==> config.mk <==
export PLATFORM = sky130hd
export DESIGN_NAME = kmer_seed_finder
export DESIGN_NICKNAME = d
export VERILOG_FILES = /design/src/rtl/ksf_pkg.sv /design/src/rtl/ksf_front.sv /design/src/rtl/ksf_back.sv /design/src/rtl/kmer_seed_finder.sv
export SDC_FILE = /design/constraint.sdc
export NUM_CORES = 1
export LEC_CHECK = 0
export BUFFER_PORTS_ARGS = -buffer_cell sky130_fd_sc_hd__buf_2
export CAP_MARGIN = 0
export CORE_ASPECT_RATIO = 0.75
export CORE_MARGIN = 2
export CORE_UTILIZATION = 56
export DETAILED_ROUTE_END_ITERATION = 12
export GPL_ROUTABILITY_DRIVEN = 0
export PLACE_DENSITY_LB_ADDON = 0.15
export SLEW_MARGIN = 10
export SYNTH_ARGS = -nofsm -noshare
export SYNTH_HDL_FRONTEND = slang
export SYNTH_SLANG_ARGS = --single-unit
export TNS_END_PERCENT = 20
==> constraint.sdc <==
create_clock -name aclk -period 13.5 [get_ports aclk]
set_input_delay 2.7 -clock aclk [delete_from_list [all_inputs] [get_ports aclk]]
set_output_delay 2.7 -clock aclk [all_outputs]
set_load 0.02 [all_outputs]
==> src/rtl/ksf_pkg.sv <==
`default_nettype none

package ksf_pkg;

    localparam int MAX_CONTIG    = 64;
    localparam int CONTIG_ADDR_W = 6;
    localparam int CONTIG_LEN_W  = 7;
    localparam int MAX_KMER      = 32;
    localparam int KMER_W        = 6;
    localparam int WIN_IDX_W     = 5;
    localparam int MAX_REFERENCE = 65536;
    localparam int REF_COUNT_W   = 17;
    localparam int REF_POS_W     = 16;
    localparam int SYMBOL_W      = 8;
    localparam int CMD_W         = 2;
    localparam int QUEUE_DEPTH   = 4;
    localparam int QUEUE_PTR_W   = 2;
    localparam int M_TDATA_W     = 48;
    localparam int KMER_RESET    = 16;

    // command codes as they arrive on s_tuser
    localparam logic [CMD_W-1:0] CMD_CLEAR   = 2'd0;
    localparam logic [CMD_W-1:0] CMD_CONTIG  = 2'd1;
    localparam logic [CMD_W-1:0] CMD_REF     = 2'd2;
    localparam logic [CMD_W-1:0] CMD_RESTART = 2'd3;

    typedef enum logic [1:0] {
        OP_CLEAR,
        OP_CONTIG,
        OP_REF,
        OP_RESTART
    } op_t;

    typedef struct packed {
        op_t                 op;
        logic [SYMBOL_W-1:0] symbol;
    } item_t;

    typedef struct packed {
        logic  valid;
        item_t item;
    } qhead_t;

    typedef enum logic [1:0] {
        ST_IDLE,
        ST_SCAN,
        ST_FLUSH
    } back_state_t;

    typedef struct packed {
        logic                     last_seed;
        logic [REF_POS_W-1:0]     ref_end;
        logic [REF_POS_W-1:0]     ref_start;
        logic [CONTIG_ADDR_W-1:0] contig_end;
        logic [CONTIG_ADDR_W-1:0] contig_start;
    } seed_t;

endpackage

`default_nettype wire

==> src/rtl/ksf_front.sv <==
`default_nettype none

module ksf_front (
    input  wire logic                          aclk,
    input  wire logic                          aresetn,
    input  wire logic                          s_tvalid,
    output logic                               s_tready,
    input  wire logic [ksf_pkg::SYMBOL_W-1:0]  s_tdata,   // [7:0] symbol
    input  wire logic [ksf_pkg::CMD_W-1:0]     s_tuser,   // [1:0] command
    output ksf_pkg::qhead_t                    head,
    input  wire logic                          head_pop
);

    ksf_pkg::item_t                     queue_reg [ksf_pkg::QUEUE_DEPTH];
    logic [ksf_pkg::QUEUE_PTR_W-1:0]    wr_ptr_reg, wr_ptr_next;
    logic [ksf_pkg::QUEUE_PTR_W-1:0]    rd_ptr_reg, rd_ptr_next;
    logic [ksf_pkg::QUEUE_PTR_W:0]      fill_reg, fill_next;
    ksf_pkg::item_t                     in_item;
    logic                               push;
    logic                               pop;

    // classify the incoming command
    always_comb begin
        in_item.symbol = s_tdata;
        case (s_tuser)
            ksf_pkg::CMD_CLEAR:   in_item.op = ksf_pkg::OP_CLEAR;
            ksf_pkg::CMD_CONTIG:  in_item.op = ksf_pkg::OP_CONTIG;
            ksf_pkg::CMD_REF:     in_item.op = ksf_pkg::OP_REF;
            ksf_pkg::CMD_RESTART: in_item.op = ksf_pkg::OP_RESTART;
            default:              in_item.op = ksf_pkg::OP_RESTART;
        endcase
    end

    assign s_tready   = (fill_reg != (ksf_pkg::QUEUE_PTR_W+1)'(ksf_pkg::QUEUE_DEPTH));
    assign push       = s_tvalid && s_tready;
    assign head.valid = (fill_reg != '0);
    assign head.item  = queue_reg[rd_ptr_reg];
    assign pop        = head_pop && head.valid;

    always_comb begin
        wr_ptr_next = push ? wr_ptr_reg + 1'b1 : wr_ptr_reg;
        rd_ptr_next = pop  ? rd_ptr_reg + 1'b1 : rd_ptr_reg;
        fill_next   = fill_reg;
        if (push && !pop) begin
            fill_next = fill_reg + 1'b1;
        end else if (pop && !push) begin
            fill_next = fill_reg - 1'b1;
        end
    end

    always_ff @(posedge aclk) begin
        if (!aresetn) begin
            wr_ptr_reg <= '0;
            rd_ptr_reg <= '0;
            fill_reg   <= '0;
        end else begin
            wr_ptr_reg <= wr_ptr_next;
            rd_ptr_reg <= rd_ptr_next;
            fill_reg   <= fill_next;
        end
    end

    always_ff @(posedge aclk) begin
        if (push) begin
            queue_reg[wr_ptr_reg] <= in_item;
        end
    end

endmodule

`default_nettype wire

==> src/rtl/ksf_back.sv <==
`default_nettype none

module ksf_back (
    input  wire logic                          aclk,
    input  wire logic                          aresetn,
    input  wire logic [ksf_pkg::KMER_W-1:0]    k,
    input  wire ksf_pkg::qhead_t               head,
    output logic                               head_pop,
    output logic                               m_tvalid,
    input  wire logic                          m_tready,
    output ksf_pkg::seed_t                     seed
);

    ksf_pkg::back_state_t state_reg, state_next;

    logic [ksf_pkg::SYMBOL_W-1:0]      mem [ksf_pkg::MAX_CONTIG];
    logic [ksf_pkg::SYMBOL_W-1:0]      rdata_reg;
    logic [ksf_pkg::CONTIG_ADDR_W-1:0] raddr;
    logic                              mem_we;

    logic [ksf_pkg::SYMBOL_W-1:0]      win_reg [ksf_pkg::MAX_KMER];
    logic                              win_shift;

    logic [ksf_pkg::CONTIG_LEN_W-1:0]  len_reg, len_next;
    logic [ksf_pkg::REF_COUNT_W-1:0]   count_reg, count_next;
    logic [ksf_pkg::CONTIG_LEN_W-1:0]  cp_reg, cp_next;
    logic [ksf_pkg::WIN_IDX_W-1:0]     ci_reg, ci_next;
    logic [ksf_pkg::CONTIG_ADDR_W-1:0] pend_reg, pend_next;
    logic                              pend_valid_reg, pend_valid_next;
    logic [ksf_pkg::REF_POS_W-1:0]     rstart_reg, rstart_next;
    logic                              m_valid_reg, m_valid_next;
    ksf_pkg::seed_t                    seed_reg, seed_next;

    logic [ksf_pkg::KMER_W-1:0]        widx_full;
    logic [ksf_pkg::REF_COUNT_W-1:0]   count_inc;
    logic                              eq, hit, adv_same, done, out_free, stall, start;
    logic [ksf_pkg::CONTIG_LEN_W-1:0]  np;
    logic [ksf_pkg::WIN_IDX_W-1:0]     ni;

    function automatic ksf_pkg::seed_t make_seed(
        input logic [ksf_pkg::CONTIG_ADDR_W-1:0] pos,
        input logic [ksf_pkg::REF_POS_W-1:0]     rs,
        input logic [ksf_pkg::KMER_W-1:0]        kk,
        input logic                              last
    );
        ksf_pkg::seed_t s;
        s.contig_start = pos;
        s.contig_end   = pos + ksf_pkg::CONTIG_ADDR_W'(kk) - 1'b1;
        s.ref_start    = rs;
        s.ref_end      = rs + ksf_pkg::REF_POS_W'(kk) - 1'b1;
        s.last_seed    = last;
        return s;
    endfunction

    // window slot that lines up with character ci of the current k-mer
    assign widx_full = ksf_pkg::KMER_W'(ksf_pkg::MAX_KMER) - k + ksf_pkg::KMER_W'(ci_reg);
    assign eq        = (rdata_reg == win_reg[widx_full[ksf_pkg::WIN_IDX_W-1:0]]);
    assign hit       = eq && (ksf_pkg::KMER_W'(ci_reg) == k - 1'b1);
    assign adv_same  = eq && !hit;
    assign np        = adv_same ? cp_reg : cp_reg + 1'b1;
    assign ni        = adv_same ? ci_reg + 1'b1 : '0;
    assign done      = !adv_same &&
                       (({1'b0, np} + {2'b0, k}) > {1'b0, len_reg});
    assign out_free  = !m_valid_reg || m_tready;
    assign stall     = (state_reg == ksf_pkg::ST_SCAN) && hit && pend_valid_reg && !out_free;

    assign count_inc = count_reg + 1'b1;
    assign start     = (head.item.op == ksf_pkg::OP_REF) && !count_reg[ksf_pkg::REF_COUNT_W-1] &&
                       (count_inc >= ksf_pkg::REF_COUNT_W'(k)) &&
                       (len_reg >= ksf_pkg::CONTIG_LEN_W'(k));

    assign head_pop  = (state_reg == ksf_pkg::ST_IDLE);
    assign m_tvalid  = m_valid_reg;
    assign seed      = seed_reg;

    always_comb begin
        state_next = state_reg;
        case (state_reg)
            ksf_pkg::ST_IDLE: begin
                if (head.valid && start) begin
                    state_next = ksf_pkg::ST_SCAN;
                end
            end
            ksf_pkg::ST_SCAN: begin
                if (!stall && done) begin
                    state_next = (pend_valid_reg || hit) ? ksf_pkg::ST_FLUSH : ksf_pkg::ST_IDLE;
                end
            end
            ksf_pkg::ST_FLUSH: begin
                if (out_free) begin
                    state_next = ksf_pkg::ST_IDLE;
                end
            end
            default: state_next = ksf_pkg::ST_IDLE;
        endcase
    end

    always_comb begin
        len_next        = len_reg;
        count_next      = count_reg;
        cp_next         = cp_reg;
        ci_next         = ci_reg;
        pend_next       = pend_reg;
        pend_valid_next = pend_valid_reg;
        rstart_next     = rstart_reg;
        m_valid_next    = m_valid_reg && !m_tready;
        seed_next       = seed_reg;
        mem_we          = 1'b0;
        win_shift       = 1'b0;
        raddr           = ksf_pkg::CONTIG_ADDR_W'(cp_reg + ksf_pkg::CONTIG_LEN_W'(ci_reg));
        case (state_reg)
            ksf_pkg::ST_IDLE: begin
                if (head.valid) begin
                    case (head.item.op)
                        ksf_pkg::OP_CLEAR: begin
                            len_next   = '0;
                            count_next = '0;
                        end
                        ksf_pkg::OP_RESTART: begin
                            count_next = '0;
                        end
                        ksf_pkg::OP_CONTIG: begin
                            if (!len_reg[ksf_pkg::CONTIG_LEN_W-1]) begin
                                mem_we   = 1'b1;
                                len_next = len_reg + 1'b1;
                            end
                        end
                        ksf_pkg::OP_REF: begin
                            if (!count_reg[ksf_pkg::REF_COUNT_W-1]) begin
                                win_shift  = 1'b1;
                                count_next = count_inc;
                            end
                            if (start) begin
                                cp_next         = '0;
                                ci_next         = '0;
                                pend_valid_next = 1'b0;
                                rstart_next     = ksf_pkg::REF_POS_W'(count_inc -
                                                  ksf_pkg::REF_COUNT_W'(k));
                                raddr           = '0;
                            end
                        end
                        default: ;
                    endcase
                end
            end
            ksf_pkg::ST_SCAN: begin
                if (!stall) begin
                    if (hit) begin
                        // previous hit is known not to be the last one now
                        if (pend_valid_reg) begin
                            m_valid_next = 1'b1;
                            seed_next    = make_seed(pend_reg, rstart_reg, k, 1'b0);
                        end
                        pend_next       = cp_reg[ksf_pkg::CONTIG_ADDR_W-1:0];
                        pend_valid_next = 1'b1;
                    end
                    cp_next = np;
                    ci_next = ni;
                    raddr   = ksf_pkg::CONTIG_ADDR_W'(np + ksf_pkg::CONTIG_LEN_W'(ni));
                end
            end
            ksf_pkg::ST_FLUSH: begin
                if (out_free) begin
                    m_valid_next    = 1'b1;
                    seed_next       = make_seed(pend_reg, rstart_reg, k, 1'b1);
                    pend_valid_next = 1'b0;
                end
            end
            default: ;
        endcase
    end

    always_ff @(posedge aclk) begin
        if (!aresetn) begin
            state_reg      <= ksf_pkg::ST_IDLE;
            len_reg        <= '0;
            count_reg      <= '0;
            pend_valid_reg <= 1'b0;
            m_valid_reg    <= 1'b0;
        end else begin
            state_reg      <= state_next;
            len_reg        <= len_next;
            count_reg      <= count_next;
            pend_valid_reg <= pend_valid_next;
            m_valid_reg    <= m_valid_next;
        end
    end

    always_ff @(posedge aclk) begin
        cp_reg     <= cp_next;
        ci_reg     <= ci_next;
        pend_reg   <= pend_next;
        rstart_reg <= rstart_next;
        seed_reg   <= seed_next;
    end

    // contig store, registered read
    always_ff @(posedge aclk) begin
        if (mem_we) begin
            mem[len_reg[ksf_pkg::CONTIG_ADDR_W-1:0]] <= head.item.symbol;
        end
        rdata_reg <= mem[raddr];
    end

    always_ff @(posedge aclk) begin
        if (win_shift) begin
            for (int i = 0; i < ksf_pkg::MAX_KMER - 1; i++) begin
                win_reg[i] <= win_reg[i+1];
            end
            win_reg[ksf_pkg::MAX_KMER-1] <= head.item.symbol;
        end
    end

    a_scan_in_range: assert property (@(posedge aclk) disable iff (!aresetn)
        (state_reg == ksf_pkg::ST_SCAN) |->
        (({1'b0, cp_reg} + {2'b0, k}) <= {1'b0, len_reg}))
        else $error("scan position past contig end");

    a_flush_pending: assert property (@(posedge aclk) disable iff (!aresetn)
        (state_reg == ksf_pkg::ST_FLUSH) |-> pend_valid_reg)
        else $error("flush without a pending seed");

    a_stall_holds: assert property (@(posedge aclk) disable iff (!aresetn)
        stall |=> ($stable(cp_reg) && $stable(ci_reg) && $stable(pend_reg)))
        else $error("scan moved during output stall");

    a_count_bound: assert property (@(posedge aclk) disable iff (!aresetn)
        (count_reg <= ksf_pkg::REF_COUNT_W'(ksf_pkg::MAX_REFERENCE)) &&
        (len_reg <= ksf_pkg::CONTIG_LEN_W'(ksf_pkg::MAX_CONTIG)))
        else $error("reference count or contig length out of bound");

endmodule

`default_nettype wire

==> src/rtl/kmer_seed_finder.sv <==
// kmer_seed_finder: exact k-mer seed search of a reference stream in a stored contig
//
// cfg channel: cfg_data[5:0] is kmer_size, written on a cfg_valid beat (cfg_ready is
// always high); 0 acts as 1, above 32 acts as 32. write it only while the block is idle.
// s channel: s_tuser is the command (clear, contig char, reference char, restart),
// s_tdata the character. beats go into a four-entry queue, so input keeps flowing
// while the seed engine is busy or the result side is stalled.
// m channel: one beat per seed, in rising contig order; m_tlast marks the last seed
// caused by one reference character.
// flow: an accepted beat is stored in the queue and leaves it while the engine is idle. clear,
// restart, contig chars and reference chars that cannot seed are handled in the idle state. a
// reference char that starts a search moves the engine to the scan state, one character
// compare at a time (each contig position is compared until its first mismatch or k
// hits, at most 33 x 32 compares), then to the flush state to hand over the last seed if any.
// the scan is bound by the single read port of the contig store.
// the output register frees the engine when m_tready is high; while a seed waits,
// the scan holds at its next hit and the queue keeps taking beats until full.
// reset clears contig length, reference count, queue and output valid; kmer_size
// returns to 16. no clearing pass is needed.
`default_nettype none

module kmer_seed_finder (
    input  wire logic                           aclk,
    input  wire logic                           aresetn,
    input  wire logic                           cfg_valid,
    output logic                                cfg_ready,
    input  wire logic [ksf_pkg::KMER_W-1:0]     cfg_data,   // [5:0] kmer_size
    input  wire logic                           s_tvalid,
    output logic                                s_tready,
    input  wire logic [ksf_pkg::SYMBOL_W-1:0]   s_tdata,    // [7:0] symbol
    input  wire logic [ksf_pkg::CMD_W-1:0]      s_tuser,    // [1:0] command
    output logic                                m_tvalid,
    input  wire logic                           m_tready,
    output logic [ksf_pkg::M_TDATA_W-1:0]       m_tdata,    // [5:0] contig_start,
                                                            // [11:6] contig_end,
                                                            // [27:12] ref_start,
                                                            // [43:28] ref_end
    output logic                                m_tlast     // last_seed
);

    logic [ksf_pkg::KMER_W-1:0] kmer_size_reg;
    logic [ksf_pkg::KMER_W-1:0] k_eff;
    ksf_pkg::qhead_t            head;
    logic                       head_pop;
    ksf_pkg::seed_t             seed;

    assign cfg_ready = 1'b1;

    always_ff @(posedge aclk) begin
        if (!aresetn) begin
            kmer_size_reg <= ksf_pkg::KMER_W'(ksf_pkg::KMER_RESET);
        end else if (cfg_valid && cfg_ready) begin
            kmer_size_reg <= cfg_data;
        end
    end

    always_comb begin
        if (kmer_size_reg == '0) begin
            k_eff = ksf_pkg::KMER_W'(1);
        end else if (kmer_size_reg > ksf_pkg::KMER_W'(ksf_pkg::MAX_KMER)) begin
            k_eff = ksf_pkg::KMER_W'(ksf_pkg::MAX_KMER);
        end else begin
            k_eff = kmer_size_reg;
        end
    end

    ksf_front u_front (
        .aclk     (aclk),
        .aresetn  (aresetn),
        .s_tvalid (s_tvalid),
        .s_tready (s_tready),
        .s_tdata  (s_tdata),
        .s_tuser  (s_tuser),
        .head     (head),
        .head_pop (head_pop)
    );

    ksf_back u_back (
        .aclk     (aclk),
        .aresetn  (aresetn),
        .k        (k_eff),
        .head     (head),
        .head_pop (head_pop),
        .m_tvalid (m_tvalid),
        .m_tready (m_tready),
        .seed     (seed)
    );

    assign m_tdata = {4'b0, seed.ref_end, seed.ref_start, seed.contig_end, seed.contig_start};
    assign m_tlast = seed.last_seed;

endmodule

`default_nettype wire

==> impl_metrics.tcl <==
set metrics [dict create \
    worst_hold_path.num_cells 0 \
    timing.critical_path.required_ns 14.02 \
    dieHeight_um 235 \
    reg2reg_to "u_back.rdata_reg[3]$_DFF_P_" \
    holdBufCountCts 0 \
    syn_area_sq_um 39800 \
    wl_um 90500 \
    routedWlPerCell_um 23.9 \
    row_count 84 \
    leakage_nw 15.1 \
    placement.io_buffers 67 \
    synthSimpleGateAreaFrac 0.0862 \
    preCtsSetupSlack_ns 4.05 \
    worst_path_slowest_cell "buf_4" \
    top_level_ports 73 \
    slew_violations 0 \
    tritoncts.num_buffers 88 \
    critPathTopFamily "simple AND/OR/NAND/NOR gates" \
    start_util 0.567 \
    grt_pass1_vias 22400 \
    globalRoute.totalOverflow 0 \
    initial_drt_pass_iterations 6 \
    clkSlewWorstSetupHoldPaths_ns 0.06 \
    synth_mux_area_frac 0.0826 \
    cts-htree-levels 3 \
    clock_path_buffers 3 \
    timing.critical_path.arrival_ns 10.10 \
    path_buf_inv 4 \
    initialDrtViolationCount 3164 \
    result_of_the_run "finished, final reports clean" \
    final.setup_skew_ns 0.0279 \
    route.antenna.remaining_nets 0 \
    grt_antenna_before_repair 3 \
    syn2layout_area_growth_pct 9.75 \
    r2r.worst_path.cells 27 \
    synthesis.area_per_instance_sq_um 14.6 \
    report.final.setup_viol 0 \
    worst_path_most_repeated_cell "mux2i_1" \
    period_minus_slack_ns 9.58 \
    setup.worst_path.end_class "flop" \
    irDropWorstVdd_mv 0.154 \
    grt_first_pass_wirelength_um 138000 \
    edff_count_synth 887 \
    timing.rr.start "kmer_size_reg[3]$_SDFFE_PN0P_" \
    synth_top_flop_cell "edfxtp_1" \
    tritoncts_clock_tree "built" \
    max_slew_margin 0.151 \
    synth_instances 2722 \
    critPathKind "reg -> reg" \
    dieWidth_um 312 \
    postSynthRegisterBits 938 \
    worst_hold_startpoint "u_back.win_reg[21][0]$_DFFE_PP_" \
    post_cts_buffers 0 \
    share_of_layout_cells_above_drive_strength_1 0.106 \
    timing.critical_path.from_type "flop" \
    cts_sinks 938 \
    rsz0062_at_grt "false" \
    setup-tns-final_ns 0 \
    cts.repair.resized 0 \
    max_ffs_per_register 512 \
    achievable-frequency_mhz 104 \
    worst_hold_path.endpoint "u_back.win_reg[20][0]$_DFFE_PP_" \
    timing.max_cap.violations 0 \
    grt_usage 0.247 \
    cpPeakStageDelay_ns 0.90 \
    ys.warnings.count 0 \
    synth_top_family_by_area "simple AND/OR/NAND/NOR gates" \
    final.period_utilization 0.710 \
    max_slew.worst_pin.slew_ns 1.27 \
    maximum_number_of_pins_on_one_net_before_global_route_repair 160 \
    detailroute.via_count 23300 \
    synth_fa_ha_area_frac 0.0298 \
    floorplan.die_area_sq_um 73300 \
    fin_ws_ns 3.92 \
    total_drc_errors_in_the_routed_layout 0 \
    complex_gate_fraction_of_the_synthesized_area 0.0598 \
    report.final.hold_viol_count 0 \
    synth.yosys.seq_area_share 0.695 \
    synth_xor_area_frac 0.0201 \
    hp-class "reg -> reg" \
    design.core.area_sq_um 70200 \
    nets 2872 \
    cts_root_buf "clkbuf_16" \
    clkLatencyLatePin_ns 0.65 \
    yosysUniqueCellTypes 66 \
    timing.reg2reg.setup_slack_ns 3.92 \
    async_reset_ff_frac 0 \
    fillerInstances 5250 \
    pd_cells_nw_per_um2 169 \
    drt-vias-per-instance 6.16 \
    place.detailed.hpwl_um 56000 \
    timing.critical_path.fanout_max 94 \
]
==> placed cells by master, fill, tap and decap left out, drive strengths merged, types with 28 or more instances in the layout <==
| cell type | n |
|---|---|
| inv | 101 |
| o21ai | 30 |
| mux4 | 74 |
| dfxtp | 51 |
| ha | 82 |
| xnor2 | 64 |
| mux2i | 161 |
| and3 | 28 |
| clkbuf | 116 |
| a21oi | 161 |
| nand4 | 31 |
| a31oi | 35 |
| nor2 | 146 |
| buf | 89 |
| clkinv | 39 |
| nand3 | 114 |
| nand2 | 327 |
| a221oi | 32 |
| edfxtp | 887 |
==> layer usage <==
| layer | vias up | routed length (um) | part of all wire | track usage |
|---|---|---|---|---|
| met3 | 135 | 9090 | 0.10 | 0.0618 |
| met1 | 11700 | 41200 | 0.46 | 0.393 |
| met5 | - | 0 | 0 | 0 |
| met2 | 1080 | 38300 | 0.42 | 0.342 |
| li1 | 10400 | - | - | - |
| met4 | 0 | 1860 | 0.021 | 0.0575 |
==> cell usage after synthesis, types with 18 or more instances <==
| master | count | area share |
|---|---|---|
| a21o_1 | 19 | 0.0036 |
| a21oi_1 | 161 | 0.020 |
| a221oi_1 | 32 | 0.0070 |
| a22oi_1 | 22 | 0.0041 |
| a31oi_1 | 35 | 0.0055 |
| and3_1 | 28 | 0.0044 |
| buf_2 | 49 | 0.0062 |
| clkbuf_1 | 61 | 0.0057 |
| dfxtp_1 | 51 | 0.026 |
| edfxtp_1 | 887 | 0.67 |
| ha_1 | 82 | 0.026 |
| inv_1 | 98 | 0.0092 |
| mux2i_1 | 161 | 0.040 |
| mux4_2 | 74 | 0.042 |
| nand2_1 | 327 | 0.031 |
| nand2b_1 | 25 | 0.0039 |
| nand3_1 | 114 | 0.014 |
| nand4_1 | 31 | 0.0049 |
| nor2_1 | 145 | 0.014 |
| o21ai_0 | 29 | 0.0036 |
| o22ai_1 | 18 | 0.0028 |
| xnor2_1 | 63 | 0.014 |
| xor2_1 | 22 | 0.0048 |
==> per-stage QoR <==
stage | power [mW] | cells | instance area [sq um] | hold slack (ns) | utilization
floorplan | 4.65 | 2725 | 39800 | 0.421 | -
global placement | 4.95 | 3617 | 40900 | 0.425 | 0.583
detailed placement | 5.00 | 3617 | 40900 | 0.430 | 0.583
CTS | 7.42 | 3779 | 43700 | 0.428 | 0.622
global route | 7.66 | 3779 | 43700 | 0.451 | 0.622
finish | 7.38 | 3780 | 43700 | 0.430 | 0.623
==> how the worst max path moves through the flow <==
stage,start,end,cells after the start
global placement,kmer_size_reg[3]$_SDFFE_PN0P_,u_back.rdata_reg[4]$_DFF_P_,27
detailed placement,kmer_size_reg[3]$_SDFFE_PN0P_,u_back.rdata_reg[7]$_DFF_P_,27
floorplan,flop,u_back.count_reg[11]$_SDFFE_PN0P_,8
finish,kmer_size_reg[3]$_SDFFE_PN0P_,u_back.rdata_reg[3]$_DFF_P_,27
global route,kmer_size_reg[3]$_SDFFE_PN0P_,u_back.rdata_reg[3]$_DFF_P_,27
CTS,kmer_size_reg[3]$_SDFFE_PN0P_,u_back.rdata_reg[3]$_DFF_P_,27
==> kinds of logic (layout without fill, tap and decap cells) <==
family / Yosys count / count (layout)
DFF: 938 / 938
and+or+nand+nor: 749 / 749
AOI/OAI and AO/OA: 376 / 376
buffers and inverters: 244 / 352
muxes: 236 / 236
adders and majority gates: 90 / 90
xor gates and xnor gates: 87 / 87
other: 2 / 6
==> cell type report <==
| class | count | area [sq um] | share of cell area |
|---|---|---|---|
| Tap cell | 946 | 1180 | 0.0271 |
| Multi-Input combinational cell | 1543 | 11200 | 0.255 |
| Clock buffer | 116 | 2390 | 0.0547 |
| Clock inverter | 46 | 409 | 0.00936 |
| Timing Repair Buffer | 89 | 513 | 0.0117 |
| Inverter | 101 | 387 | 0.00885 |
| Antenna cell | 1 | 2.50 | 0.0000573 |
| Sequential cell | 938 | 27700 | 0.633 |
==> power breakdown <==
| part | leakage (nW) | switching [mW] | total [mW] | internal, mW |
|---|---|---|---|---|
| sequential | 8.43 | 0.130 | 3.88 | 3.75 |
| combinational | 5.34 | 0.762 | 1.07 | 0.309 |
| clock | 1.36 | 1.05 | 2.43 | 1.38 |
No activity file was read; power rests on OpenSTA's default activity.
